File: config.mk
export PLATFORM = sky130hd
export DESIGN_NAME = battery_monitor_averager
export DESIGN_NICKNAME = d
export VERILOG_FILES = /design/src/bma_pkg.sv /design/src/battery_monitor_averager.sv
export SDC_FILE = /design/constraint.sdc
export NUM_CORES = 1
export LEC_CHECK = 0
export BUFFER_PORTS_ARGS = -buffer_cell sky130_fd_sc_hd__buf_2
export CORE_ASPECT_RATIO = 0.8
export CORE_UTILIZATION = 35
export DETAILED_ROUTE_END_ITERATION = 16
export GPL_TIMING_DRIVEN = 0
export PLACE_DENSITY = 0.6
export SYNTH_ARGS = -nofsm -noshare
export SYNTH_HDL_FRONTEND = slang
export SYNTH_SLANG_ARGS = --single-unit
File: constraint.sdc
create_clock -name clk -period 5.3 [get_ports clk]
set_input_delay 0 -clock clk [delete_from_list [all_inputs] [get_ports clk]]
set_output_delay 0 -clock clk [all_outputs]
set_load 0.01 [all_outputs]
File: src/bma_pkg.sv
// Package for the battery monitor averager: field widths, scaling and
// averaging constants, register codes and the beat types of both channels.
// No dependencies.
package bma_pkg;

  // Ring depth and raw converter resolution
  localparam int AVERAGE_DEPTH = 4;
  localparam int RAW_BITS      = 10;

  // Fixed widths of the channel fields
  localparam int IN_W    = 10;
  localparam int VOLT_W  = 8;
  localparam int CUR_W   = 9;
  localparam int LEVEL_W = 8;
  localparam int CH      = 4;

  // Raw bits actually taken from each input field
  localparam int RAW_USE_W = (RAW_BITS < IN_W) ? RAW_BITS : IN_W;

  // Scaled sample width, set by the largest scaled current
  localparam int SAMPLE_W = $clog2(((2 ** RAW_USE_W) - 1) / 3 + 1);
  localparam int SUM_W    = SAMPLE_W + $clog2(AVERAGE_DEPTH);
  localparam int PTR_W    = (AVERAGE_DEPTH > 1) ? $clog2(AVERAGE_DEPTH) : 1;

  // Divide by 5 (scale 20/100) and by 3 as multiply by rounded-up reciprocal
  localparam int VOLT_SHIFT = RAW_USE_W + 3;
  localparam int VOLT_RECIP = ((2 ** VOLT_SHIFT) + 4) / 5;
  localparam int CUR_SHIFT  = RAW_USE_W + 2;
  localparam int CUR_RECIP  = ((2 ** CUR_SHIFT) + 2) / 3;
  localparam int SCALE_PW   = RAW_USE_W + VOLT_SHIFT + 1;

  // Divide the ring sum by the depth the same way
  localparam int AVG_SHIFT = SUM_W + $clog2(AVERAGE_DEPTH);
  localparam int AVG_RECIP = ((2 ** AVG_SHIFT) + AVERAGE_DEPTH - 1) / AVERAGE_DEPTH;
  localparam int AVG_PW    = SUM_W + AVG_SHIFT + 1;

  // Width for compares and output clamping
  localparam int EXT_W = SAMPLE_W + 10;

  // Channel slots in the rings
  localparam int CH_IN_V  = 0;
  localparam int CH_IN_I  = 1;
  localparam int CH_OUT_V = 2;
  localparam int CH_OUT_I = 3;

  // Configuration register indexes and reset values
  localparam int CFG_IDX_W = 2;
  localparam logic [CFG_IDX_W-1:0] REG_FULL_SET   = 2'd0;
  localparam logic [CFG_IDX_W-1:0] REG_FULL_CLEAR = 2'd1;
  localparam logic [CFG_IDX_W-1:0] REG_EMPTY      = 2'd2;
  localparam logic [CFG_IDX_W-1:0] REG_MARGIN     = 2'd3;

  localparam logic [LEVEL_W-1:0] FULL_SET_RESET   = 8'd137;
  localparam logic [LEVEL_W-1:0] FULL_CLEAR_RESET = 8'd134;
  localparam logic [LEVEL_W-1:0] EMPTY_RESET      = 8'd114;
  localparam logic [LEVEL_W-1:0] MARGIN_RESET     = 8'd1;

  typedef struct packed {
    logic [IN_W-1:0] raw_in_voltage;
    logic [IN_W-1:0] raw_in_current;
    logic [IN_W-1:0] raw_out_voltage;
    logic [IN_W-1:0] raw_out_current;
  } sample_t;

  typedef struct packed {
    logic [VOLT_W-1:0] avg_in_voltage;
    logic [CUR_W-1:0]  avg_in_current;
    logic [VOLT_W-1:0] avg_out_voltage;
    logic [CUR_W-1:0]  avg_out_current;
    logic              charging;
    logic              battery_full;
    logic              battery_empty;
  } result_t;

endpackage

File: src/battery_monitor_averager.sv
// Battery monitor averager top level: scaling, four-sample rings, averages
// and flags. Depends on bma_pkg.
//
// One sample beat (four raw 10-bit readings) gives one result beat via the
// stage one and result registers; one beat per cycle is taken unless the
// result is stalled. The first stage scales voltages by 20/100 and
// currents by 1/3; the second writes each scaled value into its channel's
// 4-entry ring, keeps a running ring sum, divides it by four and derives
// the charging, full (with hysteresis between the set and clear levels)
// and empty flags. The rings start at zero after reset, so the first three
// averages include zero entries. Both stages hold while the result beat is
// stalled; sample_stall is raised only then. Configuration writes are always
// taken (cfg_ready is high) and should be done while no beat is in flight.
module battery_monitor_averager (
  input  logic                              clk,
  input  logic                              rst,
  input  logic                              sample_valid,
  output logic                              sample_stall,
  input  bma_pkg::sample_t                  sample,
  output logic                              result_valid,
  input  logic                              result_stall,
  output bma_pkg::result_t                  result,
  input  logic                              cfg_valid,
  output logic                              cfg_ready,
  input  logic [bma_pkg::CFG_IDX_W-1:0]     cfg_index,
  input  logic [bma_pkg::LEVEL_W-1:0]       cfg_data
);

  // Configuration registers
  logic [bma_pkg::LEVEL_W-1:0] full_set_level;
  logic [bma_pkg::LEVEL_W-1:0] full_clear_level;
  logic [bma_pkg::LEVEL_W-1:0] empty_level;
  logic [bma_pkg::LEVEL_W-1:0] charge_margin;

  // Pipeline control
  logic advance;
  logic scaled_valid;

  // Stage one: scaled samples
  logic [bma_pkg::SAMPLE_W-1:0] scaled [bma_pkg::CH];
  logic [bma_pkg::SAMPLE_W-1:0] scaled_next [bma_pkg::CH];
  logic [bma_pkg::RAW_USE_W-1:0] raw [bma_pkg::CH];
  logic [bma_pkg::SCALE_PW-1:0]  scale_prod [bma_pkg::CH];

  // Stage two: rings, running sums, hysteresis flag
  logic [bma_pkg::SAMPLE_W-1:0] ring [bma_pkg::CH][bma_pkg::AVERAGE_DEPTH];
  logic [bma_pkg::SUM_W-1:0]    sum [bma_pkg::CH];
  logic [bma_pkg::SUM_W-1:0]    sum_next [bma_pkg::CH];
  logic [bma_pkg::AVG_PW-1:0]   avg_prod [bma_pkg::CH];
  logic [bma_pkg::EXT_W-1:0]    avg_ext [bma_pkg::CH];
  logic [bma_pkg::PTR_W-1:0]    pos;
  logic [bma_pkg::PTR_W-1:0]    pos_next;
  logic                         full;
  logic                         full_next;
  bma_pkg::result_t             result_next;

  // Clamp an average to an output field of the given width
  function automatic logic [bma_pkg::CUR_W-1:0] clamp_out(
    input logic [bma_pkg::EXT_W-1:0] value,
    input int                        width
  );
    logic [bma_pkg::EXT_W-1:0] top;
    top = (bma_pkg::EXT_W'(1) << width) - bma_pkg::EXT_W'(1);
    clamp_out = (value > top) ? top[bma_pkg::CUR_W-1:0] : value[bma_pkg::CUR_W-1:0];
  endfunction

  assign cfg_ready    = 1'b1;
  assign advance      = !(result_valid && result_stall);
  assign sample_stall = !advance;

  // Write configuration registers
  always_ff @(posedge clk) begin
    if (rst) begin
      full_set_level   <= bma_pkg::FULL_SET_RESET;
      full_clear_level <= bma_pkg::FULL_CLEAR_RESET;
      empty_level      <= bma_pkg::EMPTY_RESET;
      charge_margin    <= bma_pkg::MARGIN_RESET;
    end else if (cfg_valid && cfg_ready) begin
      case (cfg_index)
        bma_pkg::REG_FULL_SET:   full_set_level   <= cfg_data;
        bma_pkg::REG_FULL_CLEAR: full_clear_level <= cfg_data;
        bma_pkg::REG_EMPTY:      empty_level      <= cfg_data;
        bma_pkg::REG_MARGIN:     charge_margin    <= cfg_data;
        default: ;
      endcase
    end
  end

  // Scale raw readings: voltages divide by 5, currents by 3
  always_comb begin
    raw[bma_pkg::CH_IN_V]  = sample.raw_in_voltage[bma_pkg::RAW_USE_W-1:0];
    raw[bma_pkg::CH_IN_I]  = sample.raw_in_current[bma_pkg::RAW_USE_W-1:0];
    raw[bma_pkg::CH_OUT_V] = sample.raw_out_voltage[bma_pkg::RAW_USE_W-1:0];
    raw[bma_pkg::CH_OUT_I] = sample.raw_out_current[bma_pkg::RAW_USE_W-1:0];
    for (int c = 0; c < bma_pkg::CH; c++) begin
      if (c == bma_pkg::CH_IN_V || c == bma_pkg::CH_OUT_V) begin
        scale_prod[c] = bma_pkg::SCALE_PW'(raw[c]) *
                        bma_pkg::SCALE_PW'(bma_pkg::VOLT_RECIP);
        scaled_next[c] = scale_prod[c][bma_pkg::VOLT_SHIFT +: bma_pkg::SAMPLE_W];
      end else begin
        scale_prod[c] = bma_pkg::SCALE_PW'(raw[c]) *
                        bma_pkg::SCALE_PW'(bma_pkg::CUR_RECIP);
        scaled_next[c] = scale_prod[c][bma_pkg::CUR_SHIFT +: bma_pkg::SAMPLE_W];
      end
    end
  end

  // Stage one register
  always_ff @(posedge clk) begin
    if (rst) begin
      scaled_valid <= 1'b0;
    end else if (advance) begin
      scaled_valid <= sample_valid;
    end
  end

  always_ff @(posedge clk) begin
    if (advance) begin
      for (int c = 0; c < bma_pkg::CH; c++) begin
        scaled[c] <= scaled_next[c];
      end
    end
  end

  // Update running sums, divide by depth, derive flags
  always_comb begin
    for (int c = 0; c < bma_pkg::CH; c++) begin
      sum_next[c] = sum[c] - bma_pkg::SUM_W'(ring[c][pos]) + bma_pkg::SUM_W'(scaled[c]);
      avg_prod[c] = bma_pkg::AVG_PW'(sum_next[c]) * bma_pkg::AVG_PW'(bma_pkg::AVG_RECIP);
      avg_ext[c]  = bma_pkg::EXT_W'(avg_prod[c][bma_pkg::AVG_SHIFT +: bma_pkg::SAMPLE_W]);
    end

    pos_next = (pos == bma_pkg::PTR_W'(bma_pkg::AVERAGE_DEPTH - 1)) ?
               '0 : pos + bma_pkg::PTR_W'(1);

    // Clearing wins when both levels trip
    full_next = full;
    if (avg_ext[bma_pkg::CH_OUT_V] > bma_pkg::EXT_W'(full_set_level)) begin
      full_next = 1'b1;
    end
    if (avg_ext[bma_pkg::CH_OUT_V] < bma_pkg::EXT_W'(full_clear_level)) begin
      full_next = 1'b0;
    end

    result_next.avg_in_voltage  =
      bma_pkg::VOLT_W'(clamp_out(avg_ext[bma_pkg::CH_IN_V], bma_pkg::VOLT_W));
    result_next.avg_in_current  = clamp_out(avg_ext[bma_pkg::CH_IN_I], bma_pkg::CUR_W);
    result_next.avg_out_voltage =
      bma_pkg::VOLT_W'(clamp_out(avg_ext[bma_pkg::CH_OUT_V], bma_pkg::VOLT_W));
    result_next.avg_out_current = clamp_out(avg_ext[bma_pkg::CH_OUT_I], bma_pkg::CUR_W);
    result_next.charging        = avg_ext[bma_pkg::CH_IN_I] >
                                  (avg_ext[bma_pkg::CH_OUT_I] +
                                   bma_pkg::EXT_W'(charge_margin));
    result_next.battery_full    = full_next;
    result_next.battery_empty   = avg_ext[bma_pkg::CH_OUT_V] <
                                  bma_pkg::EXT_W'(empty_level);
  end

  // Stage two state: rings, sums, write slot, full flag
  always_ff @(posedge clk) begin
    if (rst) begin
      pos  <= '0;
      full <= 1'b0;
      for (int c = 0; c < bma_pkg::CH; c++) begin
        sum[c] <= '0;
        for (int k = 0; k < bma_pkg::AVERAGE_DEPTH; k++) begin
          ring[c][k] <= '0;
        end
      end
    end else if (advance && scaled_valid) begin
      pos  <= pos_next;
      full <= full_next;
      for (int c = 0; c < bma_pkg::CH; c++) begin
        sum[c]       <= sum_next[c];
        ring[c][pos] <= scaled[c];
      end
    end
  end

  // Result register
  always_ff @(posedge clk) begin
    if (rst) begin
      result_valid <= 1'b0;
    end else if (advance) begin
      result_valid <= scaled_valid;
    end
  end

  always_ff @(posedge clk) begin
    if (advance && scaled_valid) begin
      result <= result_next;
    end
  end

  // Sum of one channel's ring, for checking the running sum
  function automatic logic [bma_pkg::SUM_W-1:0] ring_total(input int c);
    logic [bma_pkg::SUM_W-1:0] acc;
    acc = '0;
    for (int k = 0; k < bma_pkg::AVERAGE_DEPTH; k++) begin
      acc = acc + bma_pkg::SUM_W'(ring[c][k]);
    end
    ring_total = acc;
  endfunction

  // Running sums track the ring contents
  a_sum_in_cur: assert property (@(posedge clk) disable iff (rst)
    sum[bma_pkg::CH_IN_I] == ring_total(bma_pkg::CH_IN_I))
    else $error("input current running sum out of step with ring");

  a_sum_out_volt: assert property (@(posedge clk) disable iff (rst)
    sum[bma_pkg::CH_OUT_V] == ring_total(bma_pkg::CH_OUT_V))
    else $error("output voltage running sum out of step with ring");

  // Write slot stays within the ring
  a_pos_range: assert property (@(posedge clk) disable iff (rst)
    pos <= bma_pkg::PTR_W'(bma_pkg::AVERAGE_DEPTH - 1))
    else $error("ring write slot out of range");

  // A shown result carries the current hysteresis state
  a_full_match: assert property (@(posedge clk) disable iff (rst)
    result_valid |-> result.battery_full == full)
    else $error("full flag in result differs from held state");

  // Samples are stalled only by a stalled result
  a_stall_cause: assert property (@(posedge clk) disable iff (rst)
    !result_valid |-> !sample_stall)
    else $error("sample stalled with no result waiting");

endmodule

==> impl_metrics.json <==
{
  "status": "completed",
  "grt_pass1_wl_mm": 78.6,
  "syn_area_um2": 21300,
  "seq_area_frac_synth_pct": 36.0,
  "cts_buffer_depth": 3,
  "tightest_slew_ns": 0.933,
  "cp_top_family": "adder cells",
  "port_buffers": 92,
  "fp.dieW_um": 278,
  "yosysWarningCount": 0,
  "setup_viol": 0,
  "die-area_um2": 61900,
  "ant_nets": 0,
  "leakage_uw": 0.0112,
  "path_max_fanout": 6,
  "fin_crit_ns": 5.25,
  "cts-buffers-inserted": 34,
  "finalInstanceArea_um2": 24400,
  "vias": 14600,
  "boundaryPins": 95,
  "ys_seq_elements": 288,
  "hold_class": "input pin to register",
  "vdd_drop_max_uv": 333,
  "endpoint_kind": "register",
  "hold_ws_ns": 0.133,
  "total_power_uw": 15700,
  "postSynthCellCount": 2000,
  "drc": 0,
  "syn_avg_cell_area_um2": 10.7,
  "crit_chain": "buf_6 -> buf_12 -> mux4_2 -> ha_1 -> inv_1 -> ha_1 -> fa_1 -> a21o_1 -> a21oi_4 -> o21ai_0 -> nor2_1 -> xnor2_2 -> ha_1 -> o21ai_0 -> o21ba_4 -> nor3_4 -> o21ai_0 -> ha_1 -> buf_4 -> a2111oi_2 -> a211oi_2",
  "place_congestion": 0.849,
  "core_um2": 59900,
  "grt_max_degree": 38,
  "hold_violations": 0,
  "cp.required_ns": 5.53,
  "synth_edf_count": 191,
  "overflow": 0,
  "p_per_area_nw_per_um2": 643,
  "start_util_pct": 35.6,
  "maxSlewViolCount": 0,
  "fmax_mhz": 191,
  "relSlewSlack_pct": 37.8,
  "setup-tns-final_ns": 0,
  "wl_per_cell_um": 16.2,
  "htree_num_levels": 2,
  "synth_cell_types": 68,
  "grt_pass1_vias": 15000,
  "fin_nets": 2678,
  "yosysTopAreaCell": "edfxtp_1",
  "synth_nets": 2517,
  "synth_top_area_share_pct": 26.9,
  "slowest_stage": "mux4_2",
  "post-place-ws_ns": -1.16,
  "crit_path_frequent_cell": "ha_1",
  "period_share_pct": 99.0,
  "area_growth_pct": 14.5,
  "cts_tree": "yes",
  "vias_per_cell": 4.92,
  "insertion_delay_ns": 0.51,
  "antenna_found_initial": 1,
  "yosys-top-cells-area": "edfxtp_1, ha_1, fa_1, dfxtp_1, inv_1",
  "maxCapViolCount": 0,
  "cp.arrival_ns": 5.48,
  "cts_root_buf": "clkbuf_16",
  "die_h_um": 223,
  "place_area_um2": 22800,
  "finClkSkew_ns": 0.0192,
  "grt_use_total_pct": 15.7,
  "layout-drive-gt1-share_pct": 11.5,
  "cts.sinks": 288,
  "first_pass_iters": 5,
  "startpoint_type": "register",
  "drtIter0Drc": 791,
  "antenna_cells": 0,
  "wl_mm": 47.9,
  "cts.clk_slew.worst_paths_ns": 0.06,
  "synth_ff_type": "edfxtp_1",
  "place_hpwl_mm": 38.1,
  "crit_path_max_incr_delay_ns": 0.49,
  "path_class": "register to register",
  "row_count": 80,
  "fin_ws_ns": 0.0516,
  "async_flop_share_pct": 0,
  "path_buf_inv": 4
}
==> worst paths after layout <==
path,start,end,slack [ns],cells past startpoint
setup reg to reg,pos[0],result[2],0.05,21
hold / removal,rst,sum[1][9],0.13,3
hold reg to reg,ring[2][25],ring[2][25],0.45,2
setup / recovery,pos[0],result[2],0.05,21
==> cells by family after synthesis <==
| logic type | after synthesis | share of synthesized area, % |
|---|---|---|
| fa+ha+maj | 462 | 32.0 |
| simple gates | 426 | 9.18 |
| buf+inv | 425 | 7.53 |
| flops | 288 | 36.0 |
| compound gates | 276 | 8.01 |
| xor+xnor | 78 | 3.21 |
| mux | 44 | 4.07 |
| other cells | 1 | 0.0176 |
==> worst min-delay path, stage by stage <==
cell and delay [ns]:
clkbuf_1 0.25, or3_1 0.16, mux2i_1 0.06
==> where the power goes <==
| part | internal [µW] | switching [µW] | leakage [µW] | total (µW) |
|---|---|---|---|---|
| registers | 3150 | 189 | 0.00274 | 3340 |
| logic | 4260 | 5880 | 0.00791 | 10100 |
| clock network | 1270 | 922 | 0.000513 | 2200 |
==> registers in the layout, indices dropped and copies added, names as in the netlist <==
signal            flops
ring                136
sum                  44
result               37
scaled               34
charge_margin         8
empty_level           8
full_clear_level      8
full_set_level        8
pos                   2
full                  1
result_valid          1
scaled_valid          1
==> routing by layer <==
layer / wire (µm) / vias to the layer above / global-route usage (%) / share of wire, %
met2: 20700 / 317 / 24.6 / 43
met1: 24400 / 7109 / 23.6 / 51
li1: - / 7103 / - / -
met4: 607 / 0 / 2.41 / 1.3
met5: 0 / - / 0 / 0
met3: 2210 / 49 / 1.76 / 4.6
==> layout make-up <==
class,instances,area [µm²]
inverter,376,1410
buffer,49,279
clock buffer,50,963
sequential,288,7680
timing repair buffer,125,771
tap,779,975
fill,5730,35500
clock inverter,12,87.6
multi-input combinational,1287,12200
==> synth_stat cells, types with 6 or more instances <==
| library cell | count |
|---|---|
| or2_2 | 8 |
| clkbuf_1 | 39 |
| nor2b_1 | 11 |
| o211ai_1 | 10 |
| dfxtp_1 | 97 |
| fa_1 | 137 |
| xnor2_1 | 47 |
| nor3_1 | 36 |
| o21ai_0 | 70 |
| o21a_1 | 16 |
| nand2_1 | 144 |
| a211oi_1 | 6 |
| o21bai_1 | 7 |
| mux4_2 | 34 |
| ha_1 | 325 |
| nor2_1 | 109 |
| nand4_1 | 9 |
| and3_1 | 15 |
| nand2b_1 | 7 |
| xor2_1 | 31 |
| nand3_1 | 49 |
| edfxtp_1 | 191 |
| a21oi_1 | 105 |
| a21o_1 | 14 |
| inv_1 | 376 |
| mux2i_1 | 9 |
| and2_1 | 18 |
==> metrics by stage <==
stage               instances  util, %
floorplan                2000        -
global placement         2871     38.0
global route             2966     40.7
CTS                      2957     40.4
finish                   2966     40.7
detailed placement       2874     38.1
==> cells in the final DEF, fill, tap and decap left out, types with 6 or more instances in the layout <==
master         netlist  routed
o21ai_1              4       6
xnor2_1             47      42
dfxtp_1             97      95
clkbuf_16            0      38
clkinv_2             0       7
nand3_1             49      49
ha_1               325     323
and3_1              15      15
or2_2                8       8
o21ai_0             70      68
mux2i_1              9       9
buf_4                1      17
clkbuf_1            39      47
o21bai_1             7       6
nand2b_1             7       7
buf_2                4      94
dlygate4sd3_1        0      16
a21oi_1            105     100
inv_1              376     375
nor2b_1             11      11
xor2_1              31      30
edfxtp_1           191     191
a21o_1              14      14
o21a_1              16      16
and2_1              18      18
nand4_1              9       9
fa_1               137     137
o211ai_1            10      10
nor2_1             109     107
nor3_1              36      34
mux4_2              34      34
nand2_1            144     142
==> what timing repair did <==
item,4_1_cts,5_1_grt
pin swaps,5,15
buffers inserted,5,9
endpoints found under the hold margin,33,0
hold buffers,16,0
setup endpoints to repair,4,3
resized for setup,27,31
cloned,0,0
(Power assumes the default switching activity.)
